<file path="src/fpmds_pkg.sv">
// Shared types, constants and codes for the fixed-point multiply, divide and square root unit.
package fpmds_pkg;

  // Word and fraction widths of the raw fixed-point values.
  localparam int W = 32;
  localparam int F = 16;
  localparam int SH = F / 2;

  // Square root works on bit pairs; the root has one bit per pair.
  localparam int SQ_ITER = (W + 1) / 2;
  localparam int RW = SQ_ITER;

  // Width of the wide work register: big enough for a shifted product or a quotient.
  localparam int QW = (2 * W - F > W + F) ? 2 * W - F : W + F;
  localparam int CW = $clog2(QW);

  localparam logic [W-1:0] WMAXP = {1'b0, {(W - 1){1'b1}}};
  localparam logic [W-1:0] WSIGN = {1'b1, {(W - 1){1'b0}}};

  typedef enum logic [1:0] {
    MODE_MUL,
    MODE_DIV,
    MODE_SQRT,
    MODE_NONE
  } mode_e;

  typedef enum logic [1:0] {
    ST_OK,
    ST_SAT,
    ST_DIVZ,
    ST_NEGSQ
  } status_e;

  typedef enum logic [2:0] {
    S_IDLE,
    S_MAGA,
    S_MAGB,
    S_RUN,
    S_ROUND,
    S_PACK
  } state_e;

  typedef struct packed {
    logic [1:0]            mode;
    logic signed [W-1:0]   operand_a;
    logic signed [W-1:0]   operand_b;
  } req_t;

  typedef struct packed {
    logic signed [W-1:0]   result;
    logic [1:0]            status;
  } rsp_t;

  // Sequencer to datapath: current step and output register load.
  typedef struct packed {
    state_e step;
    logic   out_load;
  } ctl_t;

  // Datapath to sequencer: latched operation and early-out flag.
  typedef struct packed {
    mode_e mode;
    logic  special;
  } dp_stat_t;

endpackage

</file>
<file path="src/fpmds_addsub.sv">
// Shared add/subtract unit used by every step of the datapath.
module fpmds_addsub (
  input  logic [fpmds_pkg::QW-1:0] a,
  input  logic [fpmds_pkg::QW-1:0] b,
  input  logic                     sub,
  output logic [fpmds_pkg::QW-1:0] sum,
  output logic                     carry
);

  logic [fpmds_pkg::QW:0] total;

  // On subtract, a carry out means a >= b (no borrow).
  assign total = {1'b0, a} + {1'b0, (sub ? ~b : b)} + {{fpmds_pkg::QW{1'b0}}, sub};
  assign sum   = total[fpmds_pkg::QW-1:0];
  assign carry = total[fpmds_pkg::QW];

endmodule

</file>
<file path="src/fpmds_seq.sv">
// Sequencer: steps one operation through sign removal, iterations, rounding and packing.
module fpmds_seq (
  input  logic                clk,
  input  logic                rst,
  input  logic                req_fire,
  input  fpmds_pkg::dp_stat_t stat,
  input  logic                out_free,
  output logic                idle,
  output fpmds_pkg::ctl_t     ctl
);

  fpmds_pkg::state_e         state;
  fpmds_pkg::state_e         state_next;
  logic [fpmds_pkg::CW-1:0]  cnt;
  logic [fpmds_pkg::CW-1:0]  cnt_next;

  // State and iteration counter.
  always_ff @(posedge clk) begin
    if (rst) begin
      state <= fpmds_pkg::S_IDLE;
      cnt   <= '0;
    end else begin
      state <= state_next;
      cnt   <= cnt_next;
    end
  end

  // Next state and step control.
  always_comb begin
    state_next   = state;
    cnt_next     = cnt;
    ctl.step     = state;
    ctl.out_load = 1'b0;
    idle         = (state == fpmds_pkg::S_IDLE);
    case (state)
      fpmds_pkg::S_IDLE: begin
        if (req_fire) begin
          state_next = fpmds_pkg::S_MAGA;
        end
      end
      fpmds_pkg::S_MAGA: begin
        state_next = stat.special ? fpmds_pkg::S_PACK : fpmds_pkg::S_MAGB;
      end
      fpmds_pkg::S_MAGB: begin
        state_next = fpmds_pkg::S_RUN;
        case (stat.mode)
          fpmds_pkg::MODE_MUL: cnt_next = fpmds_pkg::CW'(fpmds_pkg::W - 1);
          fpmds_pkg::MODE_DIV: cnt_next = fpmds_pkg::CW'(fpmds_pkg::QW - 1);
          default:             cnt_next = fpmds_pkg::CW'(fpmds_pkg::SQ_ITER - 1);
        endcase
      end
      fpmds_pkg::S_RUN: begin
        if (cnt == '0) begin
          state_next = fpmds_pkg::S_ROUND;
        end else begin
          cnt_next = cnt - 1'b1;
        end
      end
      fpmds_pkg::S_ROUND: begin
        state_next = fpmds_pkg::S_PACK;
      end
      fpmds_pkg::S_PACK: begin
        // Hold the finished value until the output register is free.
        if (out_free) begin
          ctl.out_load = 1'b1;
          state_next   = fpmds_pkg::S_IDLE;
        end
      end
      default: begin
        state_next = fpmds_pkg::S_IDLE;
      end
    endcase
  end

endmodule

</file>
<file path="src/fpmds_dp.sv">
// Datapath: operand registers, work registers and the steps that share one adder.
module fpmds_dp (
  input  logic                clk,
  input  fpmds_pkg::req_t     req,
  input  logic                load,
  input  fpmds_pkg::ctl_t     ctl,
  output fpmds_pkg::dp_stat_t stat,
  output fpmds_pkg::rsp_t     pack_out
);

  localparam int W  = fpmds_pkg::W;
  localparam int QW = fpmds_pkg::QW;
  localparam int RW = fpmds_pkg::RW;

  fpmds_pkg::mode_e   mode;
  fpmds_pkg::status_e spec_status;
  logic               special;
  logic               na;
  logic               nb;
  logic               neg;
  logic [W-1:0]       ma;
  logic [W-1:0]       mb;
  logic [W-1:0]       hi;
  logic [QW-1:0]      lo;
  logic [RW-1:0]      root;

  logic [QW-1:0]      add_a;
  logic [QW-1:0]      add_b;
  logic               add_sub;
  logic [QW-1:0]      sum;
  logic               carry;

  logic [W-1:0]       div_sh;
  logic [RW+1:0]      sq_sh;
  logic [RW+1:0]      sq_trial;
  logic [2*W-1:0]     prod;
  logic [QW-1:0]      q_src;
  logic               round_inc;
  logic               sat;
  logic               is_divz;
  logic               is_negsq;

  // Partial remainders with the next dividend bit or radicand pair shifted in.
  // Only a negative product with discarded fraction bits moves one step away from zero.
  assign div_sh    = {hi[W-2:0], lo[QW-1]};
  assign sq_sh     = {hi[RW-1:0], lo[QW-1:QW-2]};
  assign sq_trial  = {root, 2'b01};
  assign prod      = {hi, mb};
  assign round_inc = neg & (mode == fpmds_pkg::MODE_MUL) & (|mb[fpmds_pkg::F-1:0]);

  // Magnitude before sign and saturation, per operation.
  always_comb begin
    case (mode)
      fpmds_pkg::MODE_MUL:  q_src = QW'(prod >> fpmds_pkg::F);
      fpmds_pkg::MODE_DIV:  q_src = lo;
      fpmds_pkg::MODE_SQRT: q_src = QW'(root) << fpmds_pkg::SH;
      default:              q_src = '0;
    endcase
  end

  // Operand selection for the shared adder.
  always_comb begin
    add_a   = '0;
    add_b   = '0;
    add_sub = 1'b0;
    case (ctl.step)
      fpmds_pkg::S_MAGA: begin
        add_a   = na ? '0 : QW'(ma);
        add_b   = na ? QW'(ma) : '0;
        add_sub = na;
      end
      fpmds_pkg::S_MAGB: begin
        add_a   = nb ? '0 : QW'(mb);
        add_b   = nb ? QW'(mb) : '0;
        add_sub = nb;
      end
      fpmds_pkg::S_RUN: begin
        case (mode)
          fpmds_pkg::MODE_MUL: begin
            add_a = QW'(hi);
            add_b = mb[0] ? QW'(ma) : '0;
          end
          fpmds_pkg::MODE_DIV: begin
            add_a   = QW'(div_sh);
            add_b   = QW'(mb);
            add_sub = 1'b1;
          end
          default: begin
            add_a   = QW'(sq_sh);
            add_b   = QW'(sq_trial);
            add_sub = 1'b1;
          end
        endcase
      end
      fpmds_pkg::S_ROUND: begin
        add_a = q_src;
        add_b = QW'(round_inc);
      end
      fpmds_pkg::S_PACK: begin
        add_a   = neg ? '0 : lo;
        add_b   = neg ? lo : '0;
        add_sub = neg;
      end
      default: begin
        add_sub = 1'b0;
      end
    endcase
  end

  fpmds_addsub u_addsub (
    .a     (add_a),
    .b     (add_b),
    .sub   (add_sub),
    .sum   (sum),
    .carry (carry)
  );

  // Cases that finish without iterating.
  assign is_divz  = (req.mode == fpmds_pkg::MODE_DIV) && (req.operand_b == '0);
  assign is_negsq = (req.mode == fpmds_pkg::MODE_SQRT) && req.operand_a[W-1];

  // Work registers; each step updates only what it owns.
  always_ff @(posedge clk) begin
    if (load) begin
      mode    <= fpmds_pkg::mode_e'(req.mode);
      ma      <= req.operand_a;
      mb      <= req.operand_b;
      na      <= req.operand_a[W-1];
      nb      <= req.operand_b[W-1];
      neg     <= ((req.mode == fpmds_pkg::MODE_MUL) || (req.mode == fpmds_pkg::MODE_DIV)) &&
                 (req.operand_a[W-1] ^ req.operand_b[W-1]);
      hi      <= '0;
      root    <= '0;
      special <= is_divz || is_negsq || (req.mode == fpmds_pkg::MODE_NONE);
      if (is_divz) begin
        spec_status <= fpmds_pkg::ST_DIVZ;
      end else if (is_negsq) begin
        spec_status <= fpmds_pkg::ST_NEGSQ;
      end else begin
        spec_status <= fpmds_pkg::ST_OK;
      end
    end else begin
      case (ctl.step)
        fpmds_pkg::S_MAGA: begin
          ma <= sum[W-1:0];
          // Divide shifts the dividend up by the fraction bits; the radicand is
          // aligned so that its bit pairs leave from the top.
          if (mode == fpmds_pkg::MODE_DIV) begin
            lo <= QW'(sum[W-1:0]) << fpmds_pkg::F;
          end else begin
            lo <= QW'(sum[W-1:0]) << (QW - 2 * fpmds_pkg::SQ_ITER);
          end
        end
        fpmds_pkg::S_MAGB: begin
          mb <= sum[W-1:0];
        end
        fpmds_pkg::S_RUN: begin
          case (mode)
            fpmds_pkg::MODE_MUL: begin
              // Shift-add: the low product bits fill the multiplier register.
              hi <= sum[W:1];
              mb <= {sum[0], mb[W-1:1]};
            end
            fpmds_pkg::MODE_DIV: begin
              // Restoring division, one quotient bit per cycle.
              hi <= carry ? sum[W-1:0] : div_sh;
              lo <= {lo[QW-2:0], carry};
            end
            default: begin
              // Restoring square root, one root bit per cycle.
              hi   <= carry ? W'(sum[RW+1:0]) : W'(sq_sh);
              root <= {root[RW-2:0], carry};
              lo   <= lo << 2;
            end
          endcase
        end
        fpmds_pkg::S_ROUND: begin
          lo <= sum;
        end
        default: begin
          lo <= lo;
        end
      endcase
    end
  end

  // Saturation against the signed range; a negative value may reach the sign weight.
  assign sat = (|lo[QW-1:W]) | (lo[W-1] & ~(neg & ~(|lo[W-2:0])));

  // Final result as seen in the pack step.
  always_comb begin
    if (special) begin
      pack_out.result = (spec_status == fpmds_pkg::ST_NEGSQ) ? '1 : '0;
      pack_out.status = spec_status;
    end else if (sat) begin
      pack_out.result = neg ? fpmds_pkg::WSIGN : fpmds_pkg::WMAXP;
      pack_out.status = fpmds_pkg::ST_SAT;
    end else begin
      pack_out.result = sum[W-1:0];
      pack_out.status = fpmds_pkg::ST_OK;
    end
  end

  assign stat.mode    = mode;
  assign stat.special = special;

endmodule

</file>
<file path="src/fixed_point_mul_div_sqrt.sv">
// Top level of the signed fixed-point multiply, divide and square root unit.
// Each operation passes through sign removal, the iterations on the shared adder, rounding and
// packing; divide by zero, a negative root or the unused mode go straight to packing.
// One operation at a time: a new beat can be taken in the cycle after the result enters
// the output register.
// Reset clears the sequencer and the output valid flag; the datapath holds no reset state.
module fixed_point_mul_div_sqrt (
  input  logic             clk,
  input  logic             rst,
  input  logic             req_valid,
  output logic             req_ready,
  input  fpmds_pkg::req_t  req,
  output logic             rsp_valid,
  input  logic             rsp_ready,
  output fpmds_pkg::rsp_t  rsp
);

  logic                idle;
  logic                req_fire;
  logic                out_free;
  fpmds_pkg::ctl_t     ctl;
  fpmds_pkg::dp_stat_t stat;
  fpmds_pkg::rsp_t     pack_out;

  assign req_ready = idle;
  assign req_fire  = req_valid & req_ready;
  assign out_free  = ~rsp_valid | rsp_ready;

  fpmds_seq u_seq (
    .clk      (clk),
    .rst      (rst),
    .req_fire (req_fire),
    .stat     (stat),
    .out_free (out_free),
    .idle     (idle),
    .ctl      (ctl)
  );

  fpmds_dp u_dp (
    .clk      (clk),
    .req      (req),
    .load     (req_fire),
    .ctl      (ctl),
    .stat     (stat),
    .pack_out (pack_out)
  );

  // Output register valid flag.
  always_ff @(posedge clk) begin
    if (rst) begin
      rsp_valid <= 1'b0;
    end else if (ctl.out_load) begin
      rsp_valid <= 1'b1;
    end else if (rsp_ready) begin
      rsp_valid <= 1'b0;
    end
  end

  // Output register payload.
  always_ff @(posedge clk) begin
    if (ctl.out_load) begin
      rsp <= pack_out;
    end
  end

endmodule

</file>
<file path="config.mk">
export PLATFORM = sky130hd
export DESIGN_NAME = fixed_point_mul_div_sqrt
export DESIGN_NICKNAME = d
export VERILOG_FILES = /design/src/fpmds_pkg.sv /design/src/fpmds_addsub.sv /design/src/fpmds_seq.sv /design/src/fpmds_dp.sv /design/src/fixed_point_mul_div_sqrt.sv
export SDC_FILE = /design/constraint.sdc
export NUM_CORES = 1
export LEC_CHECK = 0
export ABC_AREA = 1
export ABC_CLOCK_PERIOD_IN_PS = 4700
export BUFFER_PORTS_ARGS = -buffer_cell sky130_fd_sc_hd__clkbuf_2
export CAP_MARGIN = 20
export CORE_AREA = 3 3 174 244
export CTS_CLUSTER_SIZE = 16
export DETAILED_ROUTE_END_ITERATION = 8
export DIE_AREA = 0 0 177 247
export SLEW_MARGIN = 10
export SYNTH_ARGS = -nofsm -noshare
export SYNTH_HDL_FRONTEND = slang
export SYNTH_HIERARCHICAL = 1
export SYNTH_SLANG_ARGS = --single-unit
</file>
<file path="constraint.sdc">
create_clock -name clk -period 4.7 [get_ports clk]
set_clock_uncertainty 0.15 [all_clocks]
set_input_delay 0.705 -clock clk [delete_from_list [all_inputs] [get_ports clk]]
set_output_delay 0.705 -clock clk [all_outputs]
set_load 0.05 [all_outputs]
</file>
==> metrics <==
Post-Syn Instances between 2000 and 3000; Routed WL per cell between 20 and 30 um; Synth area leaders edfxtp_1, nand2_1, inv_1; crit share post-route between 90% and 100%; initial core utilization between 40% and 50%; startpoint class of the critical path flop; ys flop type edfxtp_1; FFs w/ async S/R, synth 0%; via/cell ratio around 6.1; Antenna diodes 0; WP data arrival roughly 4900 ps; area of the die approximately 44000 um2; Clock transition at path regs 70 ps; Worst Setup Path Type reg -> reg; FF+latch area between 5000 and 6000 um2; CTS Buffer Depth 3; final hold violations 0; Yosys top cell area share between 20% and 30%; I/O Buffers around 110; Overflow after GRT 0; R2R Setup Slk between 100 and 150 ps; antenna-violating nets left 0; YS warnings 6; CTS Buf Count 24; Mapped Area 18180 um2; Die W between 150 and 200 um; max cap viols 0; gr usage total 41.34%; placed instance count approximately 3400; worst skew pair latency ~560 ps; DRC violation total after the first TritonRoute iteration between 2000 and 3000; CTS Sinks 212; leakage 10.02 nW; post-synthesis sequential area ratio a little under a third; die height between 200 and 250 um; DRT Wirelength just over 90 mm; Worst path top cell family by delay buffers and inverters; Layout Nets around 3000; worst-path cell chain buf_4 -> nor2_8 -> buf_12 -> nor2_1 -> nor2_1 -> nand3_2 -> buf_12 -> xor2_1 -> ha_2 -> nand2_2 -> nor2_2 -> nand2_1 -> inv_1 -> nand2_1 -> nand2_1 -> a21oi_1 -> buf_4 -> xnor2_1 -> inv_1 -> buf_4 -> a21oi_1 -> o21ai_0 -> a31oi_1; Finished Layout Cells between 3000 and 4000; CTS tree yes; Pwr per Cell Area 741.4 nW/um2; clock root buffer clkbuf_16; number of synthesized flops with an enable pin 154; antenna violations before repair 0; worst endpoint required time around 5000 ps; fin. max-slew vios 0; largest net degree at the start of global routing 85; Worst Setup End Kind flop; Placement Rows 87; Final Util a little over half; share of cells above drive strength 1 between 10% and 20%; top post-synthesis cells by count nand2_1, inv_1, o21ai_0; VDD IR-drop max between 0.5 and 0.6 mV; Vias 20900; Synthesized Nets around 2800; Final HPWL DP 74.05 mm; Post-Syn Area per Cell between 6 and 7 um2; Tmin final 4555 ps; GP Congestion 1.099; fmax 0.2196 GHz; largest area contributor in the netlist edfxtp_1; Core ar. approximately 40000 um2; CTS hold repair buffers 0; status finished clean; Least-Margin Pin Slew between 900 and 1000 ps; # setup viols final 0; DRT Pass-1 Iters 6; H-tree depth 1; IO Count roughly 110; number of global-route vias before repair 19990; Yosys cell types 54; RSZ-0062 raised after global routing yes; # DRC 0; slowest stage delay, CP between 500 and 600 ps; HP Class in -> reg; relative slew slack 34.89%; worst-path fanout max between 40 and 50; setup ws final 145.3 ps; first-pass GRT wire length approximately 130 mm; Multi-input gate area 10430 um2; Place WS -110.6 ps; Yosys reg bits around 210; top-count cell post-synth nand2_1; Fillers just over 4000; worst path bufs/invs 7; PnR Total Power approximately 16 mW; Area Growth Syn to Fin 19.78%; Slowest cell on crit path ha_2
final timing paths:
| path | start | endpoint | depth (start not counted) |
|---|---|---|---|
| max | u_dp/mode[0] | u_dp/hi[27] | 23 |
| min | req[31] | u_dp/nb | 1 |
| max reg2reg | u_dp/mode[0] | u_dp/hi[27] | 23 |
| min reg2reg | u_dp/root[14] | u_dp/root[14] | 2 |
through the flow:
step	hold WS [ps]	instance area, um2	setup TNS, ps
after global placement	303.2	20690	-188.4
after global routing	211.9	21780	-135.1
final	207.9	21780	0
after detailed placement	305.6	20690	-366.8
after CTS	196.5	21570	0
after floorplan	294.3	18180	0
per-layer routing:
| layer | track usage [%] | up-vias | share of wire [%] |
|---|---|---|---|
| li1 | - | 9452 | - |
| met1 | 48.58 | 9773 | 36 |
| met2 | 66.76 | 1335 | 45 |
| met3 | 6.959 | 344 | 8.7 |
| met4 | 32.09 | 0 | 10 |
| met5 | 0 | - | 0 |
where the power goes:
| part | switching (mW) | internal (mW) |
|---|---|---|
| registers | 0.788 | 3.09 |
| clock network | 0.868 | 1.25 |
| logic | 6.90 | 3.25 |
| total | 8.55 | 7.59 |
kinds of logic after synthesis:
family                   count (synthesis)  share of synthesized area [%]
flip-flops                             212                          31.82
AO/OA/AOI/OAI                          657                          22.05
XOR/XNOR                                77                          3.709
AND/OR/NAND/NOR                       1126                          26.92
adder cells (fa/ha/maj)                 53                          3.688
buffers and inverters                  542                          11.81
cells in the final DEF, fill, tap and decap left out, drive strengths merged:
cell type,instances
a41oi,5
o2111ai,31
or2,2
nand3b,7
o21a,1
nor3,24
xnor2,8
clkinvlp,5
o22ai,47
dfxtp,58
a211oi,2
edfxtp,154
o21bai,9
bufinv,5
a32oi,4
o211ai,34
a21o,1
nand4,50
nor4,7
a32o,3
a31oi,18
buf,226
a22oi,51
nor2,192
nand3,106
o31ai,2
o311ai,1
o21ai,257
xor2,69
fa,1
o221ai,44
inv,405
nand2,738
clkbuf,132
ha,52
a21oi,137
a221oi,10
clkinv,10
flip-flops by register name, indices dropped and copies added (netlist names), 2 cells and up:
name              flops
u_dp/spec_status      2
u_seq/state           3
u_dp/root            16
u_dp/hi              32
rsp                  34
u_dp/mode             2
u_dp/lo              48
u_seq/cnt             6
u_dp/mb              32
u_dp/ma              32
cell type report:
| cell class | count | share of cell area, % |
|---|---|---|
| Clock buffer | 27 | 2.907 |
| Inverter | 408 | 7.083 |
| Multi-Input combinational cell | 1913 | 47.89 |
| Timing Repair Buffer | 331 | 11.43 |
| Tap cell | 534 | 3.068 |
| Clock inverter | 16 | 1.023 |
| Timing Repair inverter | 1 | 0.03447 |
| Sequential cell | 212 | 26.56 |
timing repair:
item / 4_1_cts / 5_1_grt
resized for setup: 3 / 35
setup buffers: 0 / 5
cloned: 0 / 1
pin swaps: 0 / 4
hold endpoints to repair: 0 / 0
endpoints found under the setup margin: 8 / 66
Note: power is estimated with default switching activity, not from simulation.
